`config.mk`:
```
export PLATFORM = sky130hd
export DESIGN_NAME = irsoa_decide
export DESIGN_NICKNAME = d
export VERILOG_FILES = /design/src/rtl/irsoa_pkg.sv /design/src/rtl/irsoa_decide.sv
export SDC_FILE = /design/constraint.sdc
export NUM_CORES = 1
export LEC_CHECK = 0
export BUFFER_PORTS_ARGS = -buffer_cell sky130_fd_sc_hd__buf_2
export CORE_ASPECT_RATIO = 1.75
export CORE_MARGIN = 1
export CORE_UTILIZATION = 30
export DETAILED_ROUTE_END_ITERATION = 16
export GPL_ROUTABILITY_DRIVEN = 0
export MAX_ROUTING_LAYER = met4
export PLACE_DENSITY = 0.64
export SLEW_MARGIN = 20
export SYNTH_ARGS = -nofsm -noshare
export SYNTH_HDL_FRONTEND = slang
export SYNTH_SLANG_ARGS = --single-unit
```
`constraint.sdc`:
```
create_clock -name vclk -period 15.2
set_input_delay 3.8 -clock vclk [all_inputs]
set_output_delay 3.8 -clock vclk [all_outputs]
set_load 0.05 [all_outputs]
```
`src/rtl/irsoa_pkg.sv`:
```
package irsoa_pkg;

    // Item kinds
    localparam logic [1:0] KIND_SCAN   = 2'd0;
    localparam logic [1:0] KIND_SINGLE = 2'd1;
    localparam logic [1:0] KIND_SONAR  = 2'd2;

    // Configuration register indexes
    localparam logic [1:0] REG_MOTORS_ENABLED  = 2'd0;
    localparam logic [1:0] REG_IR_THRESHOLD    = 2'd1;
    localparam logic [1:0] REG_SONAR_THRESHOLD = 2'd2;

    localparam int unsigned NUM_IR = 7;

    // IR channel numbers
    localparam logic [2:0] CH_LONG_RIGHT  = 3'd0;
    localparam logic [2:0] CH_FRONT       = 3'd1;
    localparam logic [2:0] CH_LONG_LEFT   = 3'd2;
    localparam logic [2:0] CH_FRONT_RIGHT = 3'd4;
    localparam logic [2:0] CH_FRONT_LEFT  = 3'd5;
    localparam logic [2:0] CH_LAST        = 3'd6;

    localparam logic signed [7:0] FULL_DRIVE = 8'sd127;
    localparam logic signed [7:0] FULL_BACK  = -8'sd127;

    // Register reset values
    localparam logic        MOTORS_ENABLED_RST  = 1'b1;
    localparam logic [7:0]  IR_THRESHOLD_RST    = 8'd100;
    localparam logic [23:0] SONAR_THRESHOLD_RST = 24'd1750000;

    // Reciprocals for divide by ten
    localparam logic [15:0] RECIP10_IR    = 16'd52429;      // 2^19 / 10, rounded up
    localparam logic [27:0] RECIP10_SONAR = 28'd214748365;  // 2^31 / 10, rounded up

    typedef logic [7:0] ir_level_t;
    typedef ir_level_t ir_array_t [NUM_IR];

    typedef struct packed {
        logic [1:0]  kind;
        logic [7:0]  ir_lr;
        logic [7:0]  ir_front_center;
        logic [7:0]  ir_ll;
        logic [7:0]  ir_side_right;
        logic [7:0]  ir_fr;
        logic [7:0]  ir_fl;
        logic [7:0]  ir_side_left;
        logic [7:0]  single_sample;
        logic [23:0] sonar_echo;
    } item_t;

    // Decision handed from the decide logic to the state and result registers
    typedef struct packed {
        logic              emit;
        logic              drive_valid;
        logic signed [7:0] left_drive;
        logic signed [7:0] right_drive;
        logic              panic_next;
        logic [2:0]        channel_next;
        logic              offset_we;
        logic signed [3:0] offset_next;
    } decision_t;

    // (x + 9*old) / 10 for an 8-bit channel
    function automatic logic [7:0] smooth_ir(input logic [7:0] x, input logic [7:0] old);
        logic [11:0] sum;
        logic [27:0] prod;
        sum  = {4'd0, x} + {1'b0, old, 3'd0} + {4'd0, old};
        prod = {16'd0, sum} * {12'd0, RECIP10_IR};
        return prod[26:19];
    endfunction

    // (x + 9*old) / 10 for the 24-bit sonar level
    function automatic logic [23:0] smooth_sonar(input logic [23:0] x,
                                                 input logic [23:0] old);
        logic [27:0] sum;
        logic [55:0] prod;
        sum  = {4'd0, x} + {1'b0, old, 3'd0} + {4'd0, old};
        prod = {28'd0, sum} * {28'd0, RECIP10_SONAR};
        return prod[54:31];
    endfunction

endpackage

```
`src/rtl/irsoa_decide.sv`:
```
module irsoa_decide
    import irsoa_pkg::*;
(
    input  logic [1:0]  kind,
    input  ir_array_t   ir_new,
    input  logic [2:0]  watch_idx,
    input  logic [23:0] sonar_level,
    input  logic        panic_mode,
    input  logic        motors_enabled,
    input  logic [7:0]  ir_threshold,
    input  logic [23:0] sonar_threshold,
    output decision_t   dec
);

    // Truncating quotient magnitude of |d| / 100 and |d| / 50, sign restored
    function automatic logic signed [3:0] div100(input logic signed [8:0] d);
        logic [7:0] mag;
        logic [3:0] q;
        mag = d[8] ? 8'(-d) : d[7:0];
        q   = (mag >= 8'd200) ? 4'd2 : ((mag >= 8'd100) ? 4'd1 : 4'd0);
        return d[8] ? -$signed(q) : $signed(q);
    endfunction

    function automatic logic signed [3:0] div50(input logic signed [8:0] d);
        logic [7:0] mag;
        logic [3:0] q;
        mag = d[8] ? 8'(-d) : d[7:0];
        q   = {3'd0, mag >= 8'd50} + {3'd0, mag >= 8'd100} + {3'd0, mag >= 8'd150}
            + {3'd0, mag >= 8'd200} + {3'd0, mag >= 8'd250};
        return d[8] ? -$signed(q) : $signed(q);
    endfunction

    logic signed [8:0] front_diff;
    logic signed [8:0] long_diff;
    logic signed [3:0] offset;
    logic              front_hit;
    logic              left_hit;
    logic              right_hit;
    logic              left_wins;
    logic              clear;

    // Steering offset from the freshly smoothed scan
    assign front_diff = $signed({1'b0, ir_new[CH_FRONT_LEFT]})
                      - $signed({1'b0, ir_new[CH_FRONT_RIGHT]});
    assign long_diff  = $signed({1'b0, ir_new[CH_LONG_LEFT]})
                      - $signed({1'b0, ir_new[CH_LONG_RIGHT]});
    assign offset     = div100(front_diff) + div50(long_diff);

    // Obstacle tests
    assign front_hit = (ir_new[CH_FRONT] > ir_threshold) || (sonar_level > sonar_threshold);
    assign left_hit  = ir_new[CH_FRONT_LEFT] > ir_threshold;
    assign right_hit = ir_new[CH_FRONT_RIGHT] > ir_threshold;
    assign left_wins = ir_new[CH_FRONT_LEFT] > ir_new[CH_FRONT_RIGHT];
    assign clear     = (ir_new[watch_idx] < ir_threshold) && (sonar_level < sonar_threshold);

    always_comb
    begin
        dec              = '0;
        dec.panic_next   = panic_mode;
        dec.channel_next = watch_idx;
        dec.offset_next  = offset;
        case (kind)
            KIND_SCAN:
            begin
                if (!panic_mode)
                begin
                    dec.emit        = 1'b1;
                    dec.drive_valid = 1'b1;
                    dec.offset_we   = 1'b1;
                    if (offset > 4'sd0)
                    begin
                        dec.left_drive  = FULL_DRIVE;
                        dec.right_drive = FULL_DRIVE - 8'(offset);
                    end
                    else
                    begin
                        dec.left_drive  = FULL_DRIVE + 8'(offset);
                        dec.right_drive = FULL_DRIVE;
                    end
                    if (front_hit)
                    begin
                        dec.panic_next   = 1'b1;
                        dec.channel_next = CH_FRONT;
                        if (motors_enabled)
                        begin
                            dec.left_drive  = left_wins ? FULL_BACK : FULL_DRIVE;
                            dec.right_drive = left_wins ? FULL_DRIVE : FULL_BACK;
                        end
                    end
                    else if (left_hit)
                    begin
                        dec.panic_next   = 1'b1;
                        dec.channel_next = CH_FRONT_LEFT;
                        if (motors_enabled)
                        begin
                            dec.left_drive  = FULL_BACK;
                            dec.right_drive = FULL_DRIVE;
                        end
                    end
                    else if (right_hit)
                    begin
                        dec.panic_next   = 1'b1;
                        dec.channel_next = CH_FRONT_RIGHT;
                        if (motors_enabled)
                        begin
                            dec.left_drive  = FULL_DRIVE;
                            dec.right_drive = FULL_BACK;
                        end
                    end
                end
            end
            KIND_SINGLE:
            begin
                if (panic_mode)
                begin
                    dec.emit = 1'b1;
                    if (clear)
                    begin
                        dec.panic_next  = 1'b0;
                        dec.drive_valid = motors_enabled;
                        if (motors_enabled)
                        begin
                            dec.left_drive  = FULL_DRIVE;
                            dec.right_drive = FULL_DRIVE;
                        end
                    end
                end
            end
            KIND_SONAR:
            begin
                dec.emit = 1'b1;
            end
            default:
            begin
                dec.emit = 1'b0;
            end
        endcase
    end

endmodule

```
Word-level counts from Yosys, hierarchy flattened --
Index checks and enable logic that the tools add are counted. W data, S select, Z words.
Operators by class: add/sub/neg operators 13, order comparisons 16, equality and inequality tests 2, multiplexer cells 25, bitwise gates (word level) 1, reductions and logical operators 3
Operators by type and width (count):
- $mux W16 | 4
- $mux W20 | 3
- $mux W8 | 6
- $pmux W18 S2 | 1
- $ge A8 B8 Y1 const B | 4
- $gt A8 B8 Y1 | 4
- $bmux W8 S3 | 1
- $gt A24 B24 Y1 | 1
- $lt A24 B24 Y1 | 1
- $mux W23 | 1
- $mux W19 | 1
- $mux W18 | 1
- $sub A8 B8 Y9 | 2
- $ge A8 B7 Y1 const B | 2
- $neg A8 Y8 | 2
- $mux W15 | 1
- $mux W4 | 3
- $add A8 B4 Y8 const A | 1
- $ge A8 B6 Y1 const B | 1
- $lt A8 B8 Y1 | 1
- $sub A8 B4 Y8 const A | 1
- $add A3 B1 Y4 | 1
- $add A4 B1 Y4 | 1
- $add A4 B4 Y4 | 1
- other kinds (15) | 15
Storage, ports and cells: register bits 0, bits of input ports 119, output and inout bits 27, logic and storage cells 60

Logic depth before layout (Yosys ltp) --
Gate-level depths: netlist of the first run.
word-level depth 19, gate-level depth with buffers 30, gate-level depth less buffers 29

Worst setup path before layout of the first run --
No wires, ideal clock.
path type in2out, start input ir_new[32] (netlist name), end output dec[17] (netlist name), data arrival time 10061 ps, required time 11400 ps, setup slack 1339 ps, stages on the path 25, path buffers 0, cell sequence inv_1 -> ha_1 -> inv_1 -> fa_1 -> nand2_1 -> a21oi_1 -> o31ai_1 -> a21oi_1 -> nor2b_1 -> xnor2_1 -> nor3b_1 -> nor3_1 -> fa_1 -> inv_1 -> fa_1 -> ha_1 -> inv_1 -> ha_1 -> mux2_2 -> fa_1 -> inv_1 -> ha_1 -> nand2_1 -> a31oi_1 -> o21ai_0
RTL lines:
- start: declaration | line irsoa_decide.sv:5 | input ir_array_t ir_new,
- end: declaration | line irsoa_decide.sv:12 | output decision_t dec

==> flow_metrics.tcl, run 1 <==
set metrics [dict create \
    cp_max_fo 10 \
    path_buf_inv 6 \
    ctsHoldBuffers 0 \
    first_iter_violations 140 \
    grt_max_degree 19 \
    slowest_delay_ns 0.62 \
    p_int_w 0.0002440 \
    synth_compound_area_share_pct 23.82 \
    drive_gt1_share_pct 25.53 \
    critical_path.endpoint_type "output port" \
    rsz0062_at_grt "no" \
    syn_to_final_growth_pct 23.08 \
    synth_top_family_by_area "adder cells" \
    core-area_sq_um 12070 \
    avgSynthCellArea_sq_um 7.100 \
    dieArea_sq_um 12920 \
    clkbuf_count 0 \
    grt_pass1_vias 4244 \
    synthMuxAreaShare_pct 8.476 \
    cts-resized-gates 0 \
    synth-simple-area-share_pct 23.55 \
    p_leak_nw 2.496 \
    worstMarginPinSlew_ns 0.8076 \
    p_clk_share_pct 0 \
    yosysTopAreaCellShare_pct 27.14 \
    fmax_mhz 71.51 \
    die_w_um 86.35 \
    min_period_over_period_pct 92.00 \
    hold_violations 0 \
    dr.pass1.iters 4 \
    cts_setup_buffers 0 \
    critPathTopFamily "adder cells" \
    hold_path_class "in -> out" \
    die_h_um 149.6 \
    status "completed" \
    grt_pass1_wl_um 18510 \
    detail-route-antenna-nets 0 \
    finalCriticalPeriod_ns 13.98 \
    viasPerCell 5.166 \
    vias 4252 \
    p_per_area_nw_per_um2 158.0 \
    multiInputGateArea_sq_um 3374 \
    synth_top_cells_by_area "ha_1 27%, inv_1 7.6%, a21oi_1 6.0%, nor2_1 5.2%, mux4_2 4.8%" \
    remaining_drc_errors 0 \
    setup_violations 0 \
    track_usage_pct 18.32 \
    seq_power_share_pct 0 \
    antenna_found_initial 0 \
    drv_cap 0 \
    slowest_stage "a21oi_1" \
    fin_tns_setup_ns 0 \
    register_area_sq_um 0 \
    synthCells 526 \
    synth_cell_types 68 \
    p_sw_w 0.0004823 \
    synth_seq_area_share_pct 0 \
    worstPathRequired_ns 11.40 \
    fillers 1378 \
    setup_slack_ns 1.216 \
    synth-adder-area-share_pct 29.82 \
    wire_per_inst_um 14.14 \
    maxSlewViolCount 0 \
    insertedDiodeCount 0 \
    arrival_ns 10.18 \
    syn-num-nets 731 \
    switching_share_pct 66.40 \
    port_buffers 146 \
    overflow 0 \
    nFlopsAndLatches 0 \
    initial_utilization_pct 30.95 \
    synth_top_area_cell "ha_1" \
    rows 53 \
    path_class "in -> out" \
    io_pins 146 \
    cpMostUsedCell "ha_1" \
    yosys.area_share.xor_xnor_pct 4.690 \
    place_ws_ns 1.224 \
    crit_path_start_kind "input pin" \
    routed_wirelength_um 11640 \
    nNetsFinal 865 \
    ys_warn_count 0 \
    dp_hpwl_um 10390 \
    syn-cell-area_sq_um 3735 \
    slew_headroom_pct 45.83 \
    power_frac_comb_pct 100.0 \
    peakVddDrop_uv 128.4 \
]
Yosys cell counts (7+ instances only):
cell / instances
ha_1: 81
inv_1: 76
nor2_1: 52
a21oi_1: 45
nand2_1: 33
o21ai_0: 25
nand3_1: 24
a21o_1: 14
xnor2_1: 13
mux2i_1: 11
nand4_1: 11
nor2b_1: 10
mux4_2: 8
nor3_1: 8
xor2_1: 7
tightest hold or removal path: stages:
cell and delay (ns):
buf_2 0.12, a21oi_1 0.06, buf_2 0.20
layout by cell type, fill, tap and decap left out, drive strengths merged, types with 4 or more instances in the layout:
| cell | count |
|---|---|
| a211oi | 5 |
| a21boi | 5 |
| a21o | 14 |
| a21oi | 45 |
| a31oi | 5 |
| and2 | 5 |
| buf | 146 |
| fa | 5 |
| ha | 81 |
| inv | 76 |
| mux2i | 11 |
| mux4 | 8 |
| nand2 | 33 |
| nand3 | 24 |
| nand4 | 11 |
| nor2 | 52 |
| nor2b | 10 |
| nor3 | 8 |
| nor3b | 4 |
| nor4 | 5 |
| o2111ai | 4 |
| o21ai | 26 |
| or3 | 6 |
| xnor2 | 13 |
| xor2 | 7 |
cell families (layout without fill, tap and decap cells):
family | Yosys count | in the layout
AND/OR/NAND/NOR | 173 | 173
buffers and inverters | 90 | 222
multiplexers | 21 | 21
adder cells (fa/ha/maj) | 86 | 86
XOR/XNOR | 20 | 20
AO/OA/AOI/OAI | 136 | 136
routing by layer:
metal	track usage (%)	vias to the layer above	wire length (um)
li1	-	2169	-
met4	7.167	0	482
met2	37.18	134	6432
met1	17.75	1919	4308
met5	-	-	0
met3	0.4413	30	412
stage by stage:
stage          cell area (sq um)   power, W  hold WS [ns]  instances  util [%]
2_1_floorplan               3735  0.0005956         7.878        526         -
3_3_place_gp                4597  0.0007210         7.985        823     38.09
3_5_place_dp                4597  0.0007264         7.986        823     38.09
4_1_cts                     4597  0.0007286         7.988        823     38.09
5_1_grt                     4597  0.0007971         8.009        823     38.09
6_report                    4597  0.0007263         7.989        823     38.09
power groups by stage:
| stage | clock [W] | sequential [W] | combinational [W] |
|---|---|---|---|
| 2_1_floorplan | 0 | 0 | 0.000596 |
| 3_3_place_gp | 0 | 0 | 0.000721 |
| 3_5_place_dp | 0 | 0 | 0.000726 |
| 4_1_cts | 0 | 0 | 0.000729 |
| 5_1_grt | 0 | 0 | 0.000797 |
| 6_report | 0 | 0 | 0.000726 |
area by class of cell:
cell class | count | area share [%]
inverters | 76 | 6.206
multi-input cells | 436 | 73.41
well taps | 165 | 4.491
repair buffers | 146 | 15.90
worst paths after layout:
path,to,start,cells after the start,slack (ns)
setup / recovery,dec[24],ir_new[32],30,1.22
hold / removal,dec[8],kind[0],3,7.99
Power figures use the tool's default switching activity.
==> run 2: changes to the inputs <==
- PLACE_DENSITY: 0.64 -> 0.65
==> run 2 against run 1 <==
Against the previous run:
- cell area unchanged
- count of clock-buffer cells in the layout did not move
- combinational power grew 0.7%
- sequential cell count unchanged
- first-iteration DRC count up 2.1%
- core utilization unchanged
- die area did not move
- wire length is 0.30% lower
- maximum frequency decreased by 0.16%
- global-route usage increased by 0.068 points
==> flow_metrics.tcl, run 2 (synthesis gave the netlist of run 1 again) <==
set metrics [dict create \
    cts-resized-gates 0 \
    min_from "kind[0]" \
    dieArea_sq_um 12920 \
    arrival_ns 10.21 \
    fin_tns_setup_ns 0 \
    first_iter_violations 143 \
    cpMostUsedCell "ha_1" \
    ctsHoldBuffers 0 \
    track_usage_pct 18.39 \
    clkbuf_count 0 \
    peakVddDrop_uv 169.4 \
    slowest_delay_ns 0.64 \
    slew_headroom_pct 44.34 \
    fillers 1364 \
    die_h_um 149.6 \
    vias 4285 \
    wire_per_inst_um 14.10 \
    detail-route-antenna-nets 0 \
    core-area_sq_um 12070 \
    crit_path_start_kind "input pin" \
    rsz0062_at_grt "no" \
    status "completed" \
    final_common_cell "buf_2" \
    finalCriticalPeriod_ns 14.01 \
    grt_pass1_wl_um 18690 \
    hold_path_class "in -> out" \
    worstPathRequired_ns 11.40 \
    hold_violations 0 \
    path_class "in -> out" \
    insertedDiodeCount 0 \
    initial_utilization_pct 30.95 \
    remaining_drc_errors 0 \
    cts_setup_buffers 0 \
    nFlopsAndLatches 0 \
    multiInputGateArea_sq_um 3374 \
    p_per_area_nw_per_um2 159.0 \
    min_to "dec[8]" \
    io_pins 146 \
    dp_hpwl_um 10430 \
    fmax_mhz 71.39 \
    overflow 0 \
    min_period_over_period_pct 92.15 \
    min_path_cells 3 \
    layout_common_cells "146 x buf_2, 81 x ha_1, 76 x inv_1" \
    p_leak_nw 2.496 \
    routed_wirelength_um 11600 \
    grt_pass1_vias 4344 \
    port_buffers 146 \
    critical_path.endpoint_type "output port" \
    dr.pass1.iters 4 \
    slowest_stage "a21oi_1" \
    syn_to_final_growth_pct 23.08 \
    cp_max_fo 10 \
    antenna_found_initial 0 \
    register_area_sq_um 0 \
    viasPerCell 5.207 \
    maxSlewViolCount 0 \
    drv_cap 0 \
    grt_max_degree 19 \
    rows 53 \
    drive_gt1_share_pct 25.53 \
    setup_violations 0 \
    worstMarginPinSlew_ns 0.8299 \
    die_w_um 86.35 \
    totalPowerFinal_w 0.0007310 \
    nNetsFinal 865 \
]
-- run 2: cell counts in the layout (fill, tap and decap cells not counted) --
No cell type changed its count.
-- run 2: how the worst max path moves through the flow --
stage                     startpoint  slack, ns  depth (start not counted)      end
final                     ir_new[32]       1.19                         31  dec[24]
after global routing      ir_new[32]       0.61                         31  dec[24]
after CTS                 ir_new[32]       1.23                         31  dec[24]
after detailed placement  ir_new[32]       1.24                         31  dec[24]
after global placement    ir_new[32]       1.35                         31  dec[24]
after floorplan           ir_new[32]       1.34                         25  dec[17]
-- run 2: power by group --
group	leakage, nW	switching (W)	internal (W)	total (W)
logic	2.50	0.000485	0.000246	0.000731
registers	0	0	0	0
clock network	0	0	0	0
total	2.50	0.000485	0.000246	0.000731
-- run 2: layer usage --
metal	wire length [um]	global-route usage (%)	vias to the layer above
met1	4166	16.80	1941
met4	509	7.333	0
met2	6501	38.17	138
met3	424	0.8274	34
met5	0	-	-
li1	-	-	2172
-- run 2: metrics by stage --
step	cells	area (sq um)	util (%)	worst slack, ns	hold WS [ns]
floorplan	526	3735	-	1.339	7.878
global placement	823	4597	38.09	1.351	7.993
detailed placement	823	4597	38.09	1.237	7.996
CTS	823	4597	38.09	1.230	7.998
global route	823	4597	38.09	0.6068	8.019
finish	823	4597	38.09	1.193	7.994
-- run 2: worst max-delay path: cells and delay by family --
kind	cells	cell delay (ns)
xor gates and xnor gates	2	0.51
adders and majority gates	8	2.39
and+or+nand+nor	6	0.69
AOI/OAI and AO/OA	8	1.94
muxes	1	0.29
buffers and inverters	6	0.59
-- run 2: cell type report --
class	count	area share (%)
inverter	76	6.206
multi-input combinational	436	73.41
tap	165	4.491
timing repair buffer	146	15.90
